$ cat src/rtl/qslp_pkg.sv
`default_nettype none

package qslp_pkg;

    localparam int FRAC_BITS    = 14;
    localparam int CORDIC_STEPS = 16;

    // internal Q.30 datapath
    localparam int CW        = 34;
    localparam int SQ_STEPS  = 31;
    localparam int DIV_STEPS = 30;

    localparam logic [30:0]          ONE30    = 31'h4000_0000;
    localparam logic signed [CW-1:0] GAIN_INV = 34'sd652032874;

    // floor(atan(2^-i) * 2^30)
    function automatic logic signed [CW-1:0] atan_lut(input int i);
        logic signed [CW-1:0] v;
        case (i)
            0:  v = 34'sd843314856;
            1:  v = 34'sd497837829;
            2:  v = 34'sd263043836;
            3:  v = 34'sd133525158;
            4:  v = 34'sd67021686;
            5:  v = 34'sd33543515;
            6:  v = 34'sd16775850;
            7:  v = 34'sd8388437;
            8:  v = 34'sd4194282;
            9:  v = 34'sd2097149;
            10: v = 34'sd1048575;
            11: v = 34'sd524287;
            12: v = 34'sd262143;
            13: v = 34'sd131071;
            14: v = 34'sd65535;
            15: v = 34'sd32767;
            16: v = 34'sd16383;
            17: v = 34'sd8191;
            18: v = 34'sd4095;
            19: v = 34'sd2047;
            20: v = 34'sd1023;
            21: v = 34'sd511;
            22: v = 34'sd255;
            23: v = 34'sd127;
            24: v = 34'sd63;
            25: v = 34'sd31;
            26: v = 34'sd15;
            27: v = 34'sd7;
            28: v = 34'sd3;
            29: v = 34'sd1;
            default: v = '0;
        endcase
        return v;
    endfunction

endpackage

`default_nettype wire

$ cat src/rtl/qslp_sin.sv
`default_nettype none

module qslp_sin import qslp_pkg::*; (
    input  logic                 i_clk,
    input  logic signed [CW-1:0] i_ang,
    output logic [30:0]          o_sin
);

    logic signed [CW-1:0] r_x [CORDIC_STEPS];
    logic signed [CW-1:0] r_y [CORDIC_STEPS];
    logic signed [CW-1:0] r_z [CORDIC_STEPS];
    logic signed [CW-1:0] y_last;

    for (genvar i = 0; i < CORDIC_STEPS; i++) begin : g_stage
        logic signed [CW-1:0] xi, yi, zi;
        if (i == 0) begin : g_first
            assign xi = GAIN_INV;
            assign yi = '0;
            assign zi = i_ang;
        end else begin : g_next
            assign xi = r_x[i-1];
            assign yi = r_y[i-1];
            assign zi = r_z[i-1];
        end
        always_ff @(posedge i_clk) begin
            if (!zi[CW-1]) begin
                r_x[i] <= xi - (yi >>> i);
                r_y[i] <= yi + (xi >>> i);
                r_z[i] <= zi - atan_lut(i);
            end else begin
                r_x[i] <= xi + (yi >>> i);
                r_y[i] <= yi - (xi >>> i);
                r_z[i] <= zi + atan_lut(i);
            end
        end
    end

    assign y_last = r_y[CORDIC_STEPS-1];

    // clamp to 0..one
    always_comb begin
        if (y_last[CW-1]) begin
            o_sin = '0;
        end else if (y_last > $signed(CW'(ONE30))) begin
            o_sin = ONE30;
        end else begin
            o_sin = y_last[30:0];
        end
    end

endmodule

`default_nettype wire

$ cat config.mk
export PLATFORM = sky130hd
export DESIGN_NAME = qslp_sin
export DESIGN_NICKNAME = d
export VERILOG_FILES = /design/src/rtl/qslp_pkg.sv /design/src/rtl/qslp_sin.sv
export SDC_FILE = /design/constraint.sdc
export NUM_CORES = 2
export LEC_CHECK = 0
export BUFFER_PORTS_ARGS = -buffer_cell sky130_fd_sc_hd__buf_2
export CORE_ASPECT_RATIO = 1.25
export CORE_MARGIN = 3
export CORE_UTILIZATION = 59
export DETAILED_ROUTE_END_ITERATION = 10
export PLACE_DENSITY = 0.78
export SYNTH_ARGS = -nofsm -noshare
export SYNTH_HDL_FRONTEND = slang
export SYNTH_SLANG_ARGS = --single-unit
$ cat constraint.sdc
create_clock -name i_clk -period 4.35 [get_ports i_clk]
set_input_delay 0.87 -clock i_clk [delete_from_list [all_inputs] [get_ports i_clk]]
set_output_delay 0.87 -clock i_clk [all_outputs]
set_load 0.01 [all_outputs]
==> results.tsv <==
metric	value	unit
commonest non-fill, non-tap cell in the layout	dfxtp_1	
hold bufs inserted after CTS	0	
Layout fillers	14430	
total gr overflow	0	
hold wc startpoint	i_ang[0]	
Slew headroom	42.04	%
Setup Viol. Count Final	4	
Cell variety after synth	94	
Post-synth EDFFs	0	
Setup WS pre-CTS	-212.3	ps
cell taking the most area after synthesis	dfxtp_1	
worst r2r path cells	21	
Tot GR Track Use	30.68	%
WS Path Type	reg2reg	
Routed WL	296600	um
final worst slack	-127.1	ps
CP required	5070	ps
DPL Wire Length	238400	um
most frequent cells in the layout	1398 x dfxtp_1, 1389 x a21oi_1, 1385 x ha_1	
core area	0.1784	mm2
Startpoint Class	flop	
Hold Path Depth	1	
post-synthesis register bit count	1423	
post-route clock period utilization	102.9	%
ys flop type	dfxtp_1	
Vias/cell	5.942	
Reg clk slew, reported paths	60	ps
share of cells above drive strength 1	11.45	%
Die W	385.6	um
Final min period	4477	ps
reg2reg end	r_x[7][32]$_DFF_P_	
Slew @ Worst Pin	864.1	ps
die area	0.1853	mm2
synthesis warning total	0	
largest net degree at the start of global routing	51	
CTS tree	yes	
CTS max path bufs	3	
RSZ-0062 raised after global routing	yes	
FF-to-FF Start	r_y[1][184]$_DFF_P_	
first-pass GRT wire length	467200	um
Root Driver	clkbuf_16	
Vias	94750	
run status	finished with violations	
H-tree depth	4	
Post-Syn Area	0.1063	mm2
Syn Area/Cell	8.404	um2
Seq/Total Area, Yosys	26.80	%
Iter 0 DRT Violations	4934	
failing checks	setup timing	
vias in the first global route	94080	
skew final	45.97	ps
GP Congestion	0.9896	
min-delay worst type	in2reg	
CTS Buf Count	153	
Die Y-Extent	480.5	um
Worst EP arrival	5200	ps
Initial Utilization	59.59	%
Net Count, Synth	14120	
# rows	173	
top achievable clock speed	223.4	MHz
fin. max-slew vios	0	
Area Growth Syn to Fin	14.67	%
Synth top area share	26.80	%
io pins	66	
Hold Path End	r_z[0][0]$_DFF_P_	
R2R setup slack	-130	ps
cells after synthesis	12650	
IO buf count	65	
CP Max Fanout	3	
Post-synth ARST share	0	%
DR pass1 iterations	8	
Sink Count	1423	
Fin. Hold Viols	0	
clock latency at the later pin of the worst-skew pair	830	ps
WL/cell	18.60	um
CP startpoint	r_y[1][184]$_DFF_P_	
Crit. End Element	flop	
antenna violations before repair	3	
Antenna Violating Nets Remaining	0	
# nets final	14930	
DRC viols	0	
max_cap viols	0	
largest cells by area after synthesis	dfxtp_1 27%, ha_1 16%, xnor2_1 9.6%, a21oi_1 6.7%, xor2_1 5.1%	
[per-layer routing]
metal	wire, um	track usage, %
met1	112500	31.69
met2	155200	59.00
met3	10030	3.326
met4	18890	17.97
met5	13	0
[worst max-delay path, stage by stage, from the launching register on]
cell and delay, ps:
dfxtp_2 320, inv_2 70, ha_4 150, nand2b_4 50
or4_4 420, or3_4 360, nor3_4 140, nand3b_1 170
and2_4 210, xor2_2 140, ha_1 310, a21o_1 180
a21o_1 170, a21o_1 190, a221o_1 350, a21oi_2 150
o31ai_2 100, o41a_1 360, nand4_1 110, nand4b_1 130
buf_4 160, xor2_1 130
[worst max path at each step]
stage                          end  slack (ps)  cells after the start
2_1_floorplan   r_x[1][31]$_DFF_P_           3                     17
3_3_place_gp   r_y[0][270]$_DFF_P_        -180                     20
3_5_place_dp   r_y[1][202]$_DFF_P_        -210                     20
4_1_cts         r_x[7][33]$_DFF_P_         -30                     21
5_1_grt         r_x[7][32]$_DFF_P_        -290                     21
6_report        r_x[7][32]$_DFF_P_        -130                     21
[flip-flops by register name, indices dropped and copies added (netlist names)]
name,cells
r_z,477
r_x,435
r_y,511
[metrics by stage]
| stage | std cells | utilization [%] | cell area [um2] | setup TNS (ps) | hold WS [ps] |
|---|---|---|---|---|---|
| floorplan | 12650 | - | 106300 | 0 | 309.6 |
| global placement | 15630 | 64.13 | 114400 | -937.8 | 309.5 |
| detailed placement | 15630 | 64.13 | 114400 | -1184 | 315.0 |
| CTS | 15910 | 67.34 | 120100 | -59.94 | 79.90 |
| global route | 15950 | 68.33 | 121900 | -1773 | 106.4 |
| finish | 15950 | 68.33 | 121900 | -256.6 | 143.1 |
[layout make-up]
class / count / area (um2) / area share, %
multi-input combinational: 10460 / 76590 / 62.84
clock inverter: 85 / 1260 / 1.034
antenna: 1 / 2.502 / 0.002053
timing repair buffer: 827 / 6082 / 4.990
sequential: 1423 / 28520 / 23.40
clock buffer: 193 / 4220 / 3.463
tap: 2362 / 2955 / 2.425
inverter: 596 / 2242 / 1.840
[cell usage after synthesis, types with 230 or more instances]
library cell / number
a21oi_1: 1423
dfxtp_1: 1423
ha_1: 1395
xnor2_1: 1163
nor2_1: 1118
xor2_1: 623
a21o_1: 615
nand2_1: 615
inv_1: 593
o21ai_0: 515
nor3_1: 324
nand3_1: 230
[logic make-up (layout without fill, tap and decap cells)]
family | Yosys count | after routing | share of synthesized area (%)
and+or+nand+nor | 3336 | 3336 | 15.19
AOI/OAI and AO/OA | 3811 | 3811 | 22.49
adders and majority gates | 1437 | 1437 | 17.21
buffers and inverters | 765 | 1701 | 2.707
xor gates and xnor gates | 1787 | 1787 | 14.73
other | 0 | 1 | 0
muxes | 87 | 87 | 0.8630
DFF | 1423 | 1423 | 26.80
[repair_timing]
| item | CTS | global route |
|---|---|---|
| resized for setup | 38 | 330 |
| pin swaps | 8 | 107 |
| buffers inserted | 7 | 34 |
| setup endpoints to repair | 34 | 158 |
Power is not shown: default switching activity piles up to over one toggle a cycle in this logic, so the estimate is an artifact.
